<file path="src/rtl/crs_pkg.sv">
// Shared types, constants and helper functions for the clip rectangle stack.
// Used by crs_cell, crs_calc and clip_rect_stack; depends on nothing else.
`default_nettype none

package crs_pkg;

    // Default number of stack levels, the base entry included.
    localparam int STACK_DEPTH_DEF = 16;

    // Width of the internal coordinate arithmetic (16-bit inputs plus headroom).
    localparam int CW = 19;

    // Reset values of the display size registers.
    localparam logic [14:0] DISP_W_RST = 15'd640;
    localparam logic [14:0] DISP_H_RST = 15'd480;

    // Saturation bounds for stored values.
    localparam logic signed [CW-1:0] SAT_MAX = 19'sd32767;
    localparam logic signed [CW-1:0] SAT_MIN = -19'sd32768;

    // Action codes of an input transaction.
    typedef enum logic [1:0] {
        ACT_PUSH  = 2'd0,
        ACT_POP   = 2'd1,
        ACT_CLEAR = 2'd2
    } t_action;

    // Configuration register indexes.
    typedef enum logic {
        CFG_DISPLAY_WIDTH  = 1'b0,
        CFG_DISPLAY_HEIGHT = 1'b1
    } t_cfg_reg;

    // Control sequencer states.
    typedef enum logic {
        ST_IDLE,
        ST_APPLY
    } t_state;

    // One stack entry: clip rectangle and origin offset.
    typedef struct packed {
        logic signed [15:0] x;
        logic signed [15:0] y;
        logic signed [15:0] w;
        logic signed [15:0] h;
        logic signed [15:0] ox;
        logic signed [15:0] oy;
    } t_entry;

    // Shift control for the row of stack cells.
    typedef struct packed {
        logic push;
        logic pop;
    } t_shift;

    // Sign-extend a 16-bit value to the internal width.
    function automatic logic signed [CW-1:0] sext16(input logic signed [15:0] v);
        sext16 = CW'(v);
    endfunction

    // Zero-extend a 15-bit display size to the internal width.
    function automatic logic signed [CW-1:0] zext15(input logic [14:0] v);
        zext15 = $signed({{(CW-15){1'b0}}, v});
    endfunction

    // Saturate an internal value to the signed 16-bit range.
    function automatic logic signed [15:0] sat16(input logic signed [CW-1:0] v);
        logic signed [15:0] r;
        if (v > SAT_MAX) begin
            r = 16'sh7fff;
        end else if (v < SAT_MIN) begin
            r = 16'sh8000;
        end else begin
            r = v[15:0];
        end
        sat16 = r;
    endfunction

endpackage

`default_nettype wire

</file>
<file path="src/rtl/crs_cell.sv">
// One cell of the stack row: holds one pushed entry and shifts with its neighbors.
// Depends on crs_pkg for the entry and shift control types.
`default_nettype none

module crs_cell
    import crs_pkg::*;
(
    input  wire logic   i_clk,
    input  wire t_shift i_ctl,
    input  wire t_entry i_from_up,
    input  wire t_entry i_from_down,
    output t_entry      o_entry
);

    t_entry r_entry;

    // A push moves entries away from the top, a pop moves them toward it.
    always_ff @(posedge i_clk) begin
        if (i_ctl.push) begin
            r_entry <= i_from_up;
        end else if (i_ctl.pop) begin
            r_entry <= i_from_down;
        end
    end

    assign o_entry = r_entry;

endmodule

`default_nettype wire

</file>
<file path="src/rtl/crs_calc.sv">
// Push arithmetic: offsets a rectangle by its parent and clips it to the parent.
// Two steps with a register between them; depends on crs_pkg.
`default_nettype none

module crs_calc
    import crs_pkg::*;
(
    input  wire logic               i_clk,
    input  wire logic               i_load,
    input  wire logic signed [15:0] i_rect_x,
    input  wire logic signed [15:0] i_rect_y,
    input  wire logic signed [15:0] i_rect_width,
    input  wire logic signed [15:0] i_rect_height,
    input  wire t_entry             i_parent,
    input  wire logic               i_base,
    input  wire logic [14:0]        i_disp_w,
    input  wire logic [14:0]        i_disp_h,
    output t_entry                  o_entry
);

    logic signed [CW-1:0] px, py, pw, ph;
    logic signed [CW-1:0] sum_w, sum_h;
    logic signed [CW-1:0] n_nx, n_ny, n_nw, n_nh, n_ex, n_ey;
    logic signed [15:0]   n_tx, n_ty;
    logic signed [CW-1:0] r_nx, r_ny, r_nw, r_nh, r_ex, r_ey;
    logic signed [15:0]   r_tx, r_ty;
    logic signed [CW-1:0] b_nx, b_ny, b_dx, b_dy, b_nw, b_nh;

    // First step: move the corner by the parent and trim any left or top overshoot.
    // The corner lies before the parent's exactly when the relative offset is negative.
    always_comb begin
        px    = sext16(i_parent.x);
        py    = sext16(i_parent.y);
        pw    = i_base ? zext15(i_disp_w) : sext16(i_parent.w);
        ph    = i_base ? zext15(i_disp_h) : sext16(i_parent.h);
        sum_w = sext16(i_rect_width) + sext16(i_rect_x);
        sum_h = sext16(i_rect_height) + sext16(i_rect_y);
        n_ex  = px + pw;
        n_ey  = py + ph;
        if (i_rect_x[15]) begin
            n_nx = px;
            n_tx = i_rect_x;
            n_nw = sum_w[CW-1] ? '0 : sum_w;
        end else begin
            n_nx = px + sext16(i_rect_x);
            n_tx = i_parent.ox;
            n_nw = sext16(i_rect_width);
        end
        if (i_rect_y[15]) begin
            n_ny = py;
            n_ty = i_rect_y;
            n_nh = sum_h[CW-1] ? '0 : sum_h;
        end else begin
            n_ny = py + sext16(i_rect_y);
            n_ty = i_parent.oy;
            n_nh = sext16(i_rect_height);
        end
    end

    // Intermediate register between the two steps.
    always_ff @(posedge i_clk) begin
        if (i_load) begin
            r_nx <= n_nx;
            r_ny <= n_ny;
            r_nw <= n_nw;
            r_nh <= n_nh;
            r_ex <= n_ex;
            r_ey <= n_ey;
            r_tx <= n_tx;
            r_ty <= n_ty;
        end
    end

    // Second step: clamp the corner to the far edge, then clip the far edge.
    always_comb begin
        b_nx = (r_nx > r_ex) ? r_ex : r_nx;
        b_ny = (r_ny > r_ey) ? r_ey : r_ny;
        b_dx = r_ex - b_nx;
        b_dy = r_ey - b_ny;
        b_nw = (r_nw > b_dx) ? b_dx : r_nw;
        b_nh = (r_nh > b_dy) ? b_dy : r_nh;
    end

    // Stored values saturate to 16 bits.
    assign o_entry.x  = sat16(b_nx);
    assign o_entry.y  = sat16(b_ny);
    assign o_entry.w  = sat16(b_nw);
    assign o_entry.h  = sat16(b_nh);
    assign o_entry.ox = r_tx;
    assign o_entry.oy = r_ty;

endmodule

`default_nettype wire

</file>
<file path="src/rtl/clip_rect_stack.sv">
// Clip rectangle stack. An accepted transaction passes through the crs_calc register and
// the apply state into the output register; no new transaction is taken until it is applied.
// The result sits in an output register, so the next transaction is taken while it waits.
// Reset empties the stack to the zero base entry, sets the display size to 640 by 480
// and clears the output valid flag. Depends on crs_pkg, crs_calc and crs_cell.
`default_nettype none

module clip_rect_stack
    import crs_pkg::*;
#(
    parameter int STACK_DEPTH = STACK_DEPTH_DEF
) (
    input  wire logic               i_clk,
    input  wire logic               i_rst_n,
    // configuration write port
    input  wire logic               i_cfg_we,
    input  wire logic               i_cfg_index,
    input  wire logic [14:0]        i_cfg_data,
    // input channel
    input  wire logic               i_in_valid,
    output logic                    o_in_stall,
    input  wire logic [1:0]         i_action,
    input  wire logic signed [15:0] i_rect_x,
    input  wire logic signed [15:0] i_rect_y,
    input  wire logic signed [15:0] i_rect_width,
    input  wire logic signed [15:0] i_rect_height,
    // output channel
    output logic                    o_out_valid,
    input  wire logic               i_out_stall,
    output logic signed [15:0]      o_clip_x,
    output logic signed [15:0]      o_clip_y,
    output logic signed [15:0]      o_clip_width,
    output logic signed [15:0]      o_clip_height,
    output logic signed [15:0]      o_origin_x,
    output logic signed [15:0]      o_origin_y,
    output logic [3:0]              o_depth,
    output logic                    o_overflow
);

    localparam int NCELL   = STACK_DEPTH - 1;
    localparam int DW      = $clog2(STACK_DEPTH);
    localparam int POP_IDX = (NCELL > 1) ? 1 : 0;

    t_state         r_state, n_state;
    logic [14:0]    r_disp_w, r_disp_h;
    t_action        r_act;
    logic [DW-1:0]  r_depth, n_depth;
    t_entry         r_out, n_top;
    logic [DW-1:0]  r_out_depth;
    logic           r_out_ovf;
    logic           r_out_valid;
    t_entry         cell_q [NCELL];
    t_entry         parent, new_entry;
    t_shift         shift;
    logic           in_fire, out_free, apply_fire;
    logic           push_ok, do_push, do_pop, ovf;

    // Configuration registers.
    always_ff @(posedge i_clk) begin
        if (!i_rst_n) begin
            r_disp_w <= DISP_W_RST;
            r_disp_h <= DISP_H_RST;
        end else if (i_cfg_we) begin
            unique case (t_cfg_reg'(i_cfg_index))
                CFG_DISPLAY_WIDTH:  r_disp_w <= i_cfg_data;
                CFG_DISPLAY_HEIGHT: r_disp_h <= i_cfg_data;
                default: ;
            endcase
        end
    end

    // Handshake qualifiers.
    assign o_in_stall = (r_state != ST_IDLE);
    assign in_fire    = i_in_valid && !o_in_stall;
    assign out_free   = !r_out_valid || !i_out_stall;

    // Parent of a push is the top entry; the base entry is all zero.
    assign parent = (r_depth != '0) ? cell_q[0] : '0;

    crs_calc u_calc (
        .i_clk         (i_clk),
        .i_load        (in_fire),
        .i_rect_x      (i_rect_x),
        .i_rect_y      (i_rect_y),
        .i_rect_width  (i_rect_width),
        .i_rect_height (i_rect_height),
        .i_parent      (parent),
        .i_base        (r_depth == '0),
        .i_disp_w      (r_disp_w),
        .i_disp_h      (r_disp_h),
        .o_entry       (new_entry)
    );

    // Action register, captured with the transaction.
    always_ff @(posedge i_clk) begin
        if (in_fire) begin
            r_act <= t_action'(i_action);
        end
    end

    // Sequencer state register.
    always_ff @(posedge i_clk) begin
        if (!i_rst_n) begin
            r_state <= ST_IDLE;
        end else begin
            r_state <= n_state;
        end
    end

    // Next state, action decode, new depth and new top entry.
    always_comb begin
        n_state    = r_state;
        apply_fire = 1'b0;
        unique case (r_state)
            ST_IDLE: begin
                if (in_fire) begin
                    n_state = ST_APPLY;
                end
            end
            ST_APPLY: begin
                if (out_free) begin
                    apply_fire = 1'b1;
                    n_state    = ST_IDLE;
                end
            end
            default: n_state = ST_IDLE;
        endcase

        push_ok = (r_depth < DW'(NCELL));
        do_push = 1'b0;
        do_pop  = 1'b0;
        ovf     = 1'b0;
        n_depth = r_depth;
        n_top   = (r_depth != '0) ? cell_q[0] : '0;
        case (r_act)
            ACT_PUSH: begin
                if (push_ok) begin
                    do_push = 1'b1;
                    n_depth = r_depth + 1'b1;
                    n_top   = new_entry;
                end else begin
                    ovf = 1'b1;
                end
            end
            ACT_POP: begin
                if (r_depth != '0) begin
                    do_pop  = 1'b1;
                    n_depth = r_depth - 1'b1;
                    n_top   = (r_depth > DW'(1)) ? cell_q[POP_IDX] : '0;
                end
            end
            ACT_CLEAR: begin
                n_depth = '0;
                n_top   = '0;
            end
            default: ;
        endcase

        shift.push = apply_fire && do_push;
        shift.pop  = apply_fire && do_pop;
    end

    // Row of stack cells; cell 0 holds the top pushed entry.
    for (genvar i = 0; i < NCELL; i++) begin : g_cell
        t_entry from_up, from_down;
        if (i == 0) begin : g_first
            assign from_up = new_entry;
        end else begin : g_mid
            assign from_up = cell_q[i-1];
        end
        if (i == NCELL - 1) begin : g_last
            assign from_down = cell_q[i];
        end else begin : g_inner
            assign from_down = cell_q[i+1];
        end
        crs_cell u_cell (
            .i_clk       (i_clk),
            .i_ctl       (shift),
            .i_from_up   (from_up),
            .i_from_down (from_down),
            .o_entry     (cell_q[i])
        );
    end

    // Depth counter.
    always_ff @(posedge i_clk) begin
        if (!i_rst_n) begin
            r_depth <= '0;
        end else if (apply_fire) begin
            r_depth <= n_depth;
        end
    end

    // Output register.
    always_ff @(posedge i_clk) begin
        if (!i_rst_n) begin
            r_out_valid <= 1'b0;
        end else if (apply_fire) begin
            r_out_valid <= 1'b1;
        end else if (!i_out_stall) begin
            r_out_valid <= 1'b0;
        end
    end

    always_ff @(posedge i_clk) begin
        if (apply_fire) begin
            r_out       <= n_top;
            r_out_depth <= n_depth;
            r_out_ovf   <= ovf;
        end
    end

    assign o_out_valid   = r_out_valid;
    assign o_clip_x      = r_out.x;
    assign o_clip_y      = r_out.y;
    assign o_clip_width  = r_out.w;
    assign o_clip_height = r_out.h;
    assign o_origin_x    = r_out.ox;
    assign o_origin_y    = r_out.oy;
    assign o_depth       = 4'(r_out_depth);
    assign o_overflow    = r_out_ovf;

`ifndef NO_ASSERTIONS
    // The depth never passes the number of cells.
    a_depth_range: assert property (@(posedge i_clk) disable iff (!i_rst_n)
        r_depth <= DW'(NCELL))
        else $error("stack depth beyond cell count");

    // An empty stack reports the zero base entry.
    a_base_zero: assert property (@(posedge i_clk) disable iff (!i_rst_n)
        (r_out_valid && r_out_depth == '0) |-> (r_out == '0))
        else $error("base entry reported nonzero");

    // Overflow is only reported with a full stack.
    a_ovf_full: assert property (@(posedge i_clk) disable iff (!i_rst_n)
        (r_out_valid && r_out_ovf) |-> (r_out_depth == DW'(NCELL)))
        else $error("overflow with stack not full");

    // Finishing a transaction always presents a result next cycle.
    a_apply_out: assert property (@(posedge i_clk) disable iff (!i_rst_n)
        apply_fire |=> (r_out_valid && r_state == ST_IDLE))
        else $error("result missing after apply");
`endif

endmodule

`default_nettype wire
</file>
<file path="config.mk">
export PLATFORM = sky130hd
export DESIGN_NAME = clip_rect_stack
export DESIGN_NICKNAME = d
export VERILOG_FILES = /design/src/rtl/crs_pkg.sv /design/src/rtl/crs_cell.sv /design/src/rtl/crs_calc.sv /design/src/rtl/clip_rect_stack.sv
export SDC_FILE = /design/constraint.sdc
export NUM_CORES = 2
export LEC_CHECK = 0
export ABC_AREA = 0
export BUFFER_PORTS_ARGS = -buffer_cell sky130_fd_sc_hd__buf_2
export CAP_MARGIN = 15
export CORE_MARGIN = 5
export CORE_UTILIZATION = 35
export CTS_CLUSTER_DIAMETER = 50
export DETAILED_ROUTE_END_ITERATION = 7
export PLACE_DENSITY_LB_ADDON = 0.12
export SYNTH_ARGS = -nofsm -noshare
export SYNTH_HDL_FRONTEND = slang
export SYNTH_SLANG_ARGS = --single-unit
</file>
<file path="constraint.sdc">
create_clock -name i_clk -period 130.4 [get_ports i_clk]
set_input_delay 13.04 -clock i_clk [delete_from_list [all_inputs] [get_ports i_clk]]
set_output_delay 13.04 -clock i_clk [all_outputs]
set_load 0.03 [all_outputs]
</file>
==> summary.md <==
| Metric | Value |
|---|---|
| Fin Setup TNS | `0 ns` |
| Mapped Area | `81000 sq um` |
| PwrDens | `16.2 nW/um^2` |
| H-tree depth | `4` |
| Rel. slew slack | `19.8%` |
| Total GRT Usage | `17.3%` |
| Initial DRC Count | `5804` |
| Crit Reg-Reg Startpoint | `u_calc.r_ny[17]$_DFFE_PP_` |
| Pin count of the biggest net entering global routing | `223` |
| Gr ovfl total | `0` |
| TritonCTS clock tree | `yes` |
| Worst hold path class | `reg2reg` |
| Initial antenna violation count | `20` |
| Die ar. | `241000 sq um` |
| Cts repair resizes | `0` |
| Row cnt | `176` |
| Max-cap violations | `0` |
| Via density | `5.01` |
| Share of the synthesized area in the top cell type | `62.3%` |
| Die Y | `491 um` |
| Placed standard-cell area | `84900 sq um` |
| Sequential element share of the synthesized area | `63.2%` |
| Hold Violations, Final | `0` |
| DP Worst Slack | `111.60 ns` |
| Area Growth Syn to Fin | `13.0%` |
| Violated checks | `design-rule violations` |
| Port bufs | `189` |
| RSZ-0062 raised after global routing | `false` |
| Crit path required time | `130.85 ns` |
| Worst r2r dst | `o_clip_height[3]$_DFFE_PP_` |
| Final Max Slew Viols | `0` |
| Clock Skews | `0.0386 ns` |
| Cell taking the most area after synthesis | `edfxtp_1` |
| Remaining antenna violation count after routing | `0` |
| Clock tree buffer depth | `3` |
| Post-synth EDFFs | `1681` |
| CP max FO | `168` |
| Worst R2R Path Depth | `31` |
| Critical path arrival | `18.34 ns` |
| Critical path class | `in2reg` |
| Worst-Margin Slew | `1.20 ns` |
| Mapped Cells | `8129` |
| Setup-failing EPs final | `0` |
| Root buf cell | `clkbuf_16` |
| Num ports | `190` |
| Syn nets | `8409` |
| Core area | `230000 sq um` |
| WL/cell | `18.9 um` |
| Worst VDD drop | `0.0000107 V` |
| Reg-to-reg slack, setup | `120.44 ns` |
| DP Cell Count | `11000` |
| DPL Wire Length | `141000 um` |
| Tcrit/Tclk final | `13.7%` |
| Outcome | `finished, violations left` |
| GP Congestion | `0.876` |
| Post-synth top flop | `edfxtp_1` |
| Drt pass-1 iters | `8` |
| Global-route wire length before repair | `331000 um` |
| Post-CTS setup buffer count | `0` |
| Setup ws final | `112.51 ns` |
| Die width | `491 um` |
| Clk sinks | `1717` |
| Worst Setup End Kind | `flip-flop` |
| Leakage dissipation | `37.6 nW` |
| Clock-pin slew on the worst setup and hold paths | `0.06 ns` |
| Vias in the first global route | `53600` |
| Clock latency on the worst-skew pair | `0.85 ns` |
| Seq cells post-synth | `1717` |
| Unique masters post-synth | `88` |
| Initial core utilization | `35.2%` |
| Avg Cell Area, Syn | `9.97 sq um` |
| Kind of start point of the critical path | `primary input` |
| Vias | `57000` |
| CTS Buf Count | `206` |
| Fillers | `22700` |
| WL final | `216000 um` |
| Ys Warns | `0` |
| Share of layout cells above drive strength 1 | `7.47%` |
| Area contributors post-synth | `edfxtp_1 62%, nand2_1 20%, ha_1 2.9%` |
| Tmin final | `17.89 ns` |
| Crit path to | `g_cell[10].u_cell.o_entry[26]$_DFFE_PP_` |
| Layout Nets | `8468` |
| CP Launch Point | `i_out_stall` |
| Final std cells w/o fill | `11400` |
| DRC | `2` |
| Post-synth ARST share | `0%` |
| Hold-fix buffers, CTS | `0` |
| Post-layout instance area | `91600 sq um` |
| FMAX | `55.9 MHz` |
| Final Total Pwr | `1.48 mW` |
[power breakdown]
group	switching [mW]	total, mW	internal [mW]
clock network	0.240	0.567	0.327
registers	0.0144	0.650	0.635
logic	0.180	0.265	0.0850
total	0.434	1.48	1.05
[registers in the layout, summed over array words and instances, names as in the netlist, 15 cells and up]
name                   flops
u_calc.r_ex               19
o_clip_height             16
r_disp_w                  15
o_origin_y                16
o_clip_x                  16
o_clip_width              16
o_origin_x                16
u_calc.r_ny               17
u_calc.r_ey               19
g_cell.u_cell.o_entry   1440
o_clip_y                  16
u_calc.r_tx               16
u_calc.r_ty               16
r_disp_h                  15
u_calc.r_nh               17
u_calc.r_nx               17
u_calc.r_nw               17
[synthesized netlist by cell type (all sizes together) (29+ instances only)]
library cell     n
ha             187
o21a            36
nor2           116
nor3            33
buf             36
nand2b          34
xnor2           73
edfxtp        1681
and2            44
o22ai           29
dfxtp           36
a222oi          41
o211ai          47
a21oi          145
o21ai          194
a22oi           60
nand3           39
a21boi          40
nand2         4248
nor2b           43
inv            225
a21o            41
clkbuf         366
[worst max-delay path, cell delays in order]
cell and delay (ns):
buf_2 0.10, nand2_1 0.06, nand2_1 0.29, nor3_2 0.55, buf_4 0.75, buf_12 0.70
buf_12 0.74, buf_4 0.77, buf_4 0.90
[layout by cell type (no fill, tap or decap), types with 12 or more instances in the layout]
| cell | count |
|---|---|
| mux2_2 | 12 |
| o211ai_1 | 47 |
| o21ai_0 | 184 |
| clkbuf_1 | 38 |
| nand4_1 | 16 |
| a21o_1 | 41 |
| nand2b_1 | 34 |
| o31ai_1 | 21 |
| clkinv_2 | 24 |
| dfxtp_1 | 36 |
| edfxtp_1 | 1681 |
| nor3_1 | 28 |
| a211oi_1 | 25 |
| nor2b_1 | 42 |
| buf_2 | 188 |
| clkinvlp_4 | 17 |
| nand3_1 | 38 |
| and2_1 | 42 |
| inv_6 | 13 |
| bufinv_16 | 16 |
| a31oi_1 | 12 |
| buf_4 | 54 |
| nand2_1 | 4246 |
| xor2_1 | 27 |
| o22ai_1 | 29 |
| xnor2_1 | 73 |
| o21a_1 | 36 |
| a222oi_1 | 41 |
| ha_1 | 187 |
| inv_1 | 224 |
| clkbuf_16 | 207 |
| a21boi_0 | 40 |
| mux2i_1 | 28 |
| a22oi_1 | 60 |
| clkinv_1 | 39 |
| a21oi_1 | 144 |
| o21bai_1 | 28 |
| nor2_1 | 114 |
[through the flow]
stage | hold slack, ns | util [%]
floorplan | 0.426 | -
detailed placement | 0.433 | 36.9
finish | 0.443 | 39.8
CTS | 0.444 | 39.8
global route | 0.452 | 39.8
global placement | 0.429 | 36.9
[kinds of logic (layout without fill, tap and decap cells)]
logic type | Yosys count | in the layout | synth area share, %
compound gates | 804 | 804 | 6.71
xor+xnor | 100 | 100 | 1.08
fa+ha+maj | 202 | 202 | 3.15
buf+inv | 628 | 858 | 2.97
flops | 1717 | 1717 | 63.2
mux | 46 | 46 | 0.615
other cells | 0 | 3 | 0
simple gates | 4632 | 4632 | 22.3
[worst min path at each step]
| stage | cells past startpoint | start | to | slack (ns) |
|---|---|---|---|---|
| final | 0 | g_cell[13].u_cell.o_entry[15]$_DFFE_PP_ | g_cell[14].u_cell.o_entry[15]$_DFFE_PP_ | 0.44 |
| after global placement | 0 | g_cell[13].u_cell.o_entry[85]$_DFFE_PP_ | g_cell[14].u_cell.o_entry[85]$_DFFE_PP_ | 0.43 |
| after global routing | 0 | g_cell[13].u_cell.o_entry[21]$_DFFE_PP_ | g_cell[14].u_cell.o_entry[21]$_DFFE_PP_ | 0.45 |
| after detailed placement | 0 | g_cell[13].u_cell.o_entry[15]$_DFFE_PP_ | g_cell[14].u_cell.o_entry[15]$_DFFE_PP_ | 0.43 |
| after floorplan | 0 | g_cell[13].u_cell.o_entry[0]$_DFFE_PP_ | g_cell[14].u_cell.o_entry[0]$_DFFE_PP_ | 0.43 |
| after CTS | 0 | g_cell[13].u_cell.o_entry[15]$_DFFE_PP_ | g_cell[14].u_cell.o_entry[15]$_DFFE_PP_ | 0.44 |
[cell type report]
type	count	area [sq um]	share of cell area, %
tap	3026	3790	4.13
clock inverter	131	1330	1.45
sequential	1717	51200	55.9
timing repair buffer	253	1560	1.70
multi-input combinational	5784	27500	30.0
inverter	226	858	0.937
clock buffer	248	5360	5.86
antenna	3	7.51	0.00820
[routing by layer]
| layer | share of wire (%) | global-route usage, % | vias to the layer above |
|---|---|---|---|
| met5 | 0.033 | 0 | - |
| met3 | 6.4 | 3.19 | 308 |
| li1 | - | - | 27600 |
| met2 | 41 | 23.9 | 1518 |
| met4 | 2.4 | 4.79 | 12 |
| met1 | 51 | 27.4 | 27600 |
Power figures use the tool's default switching activity.
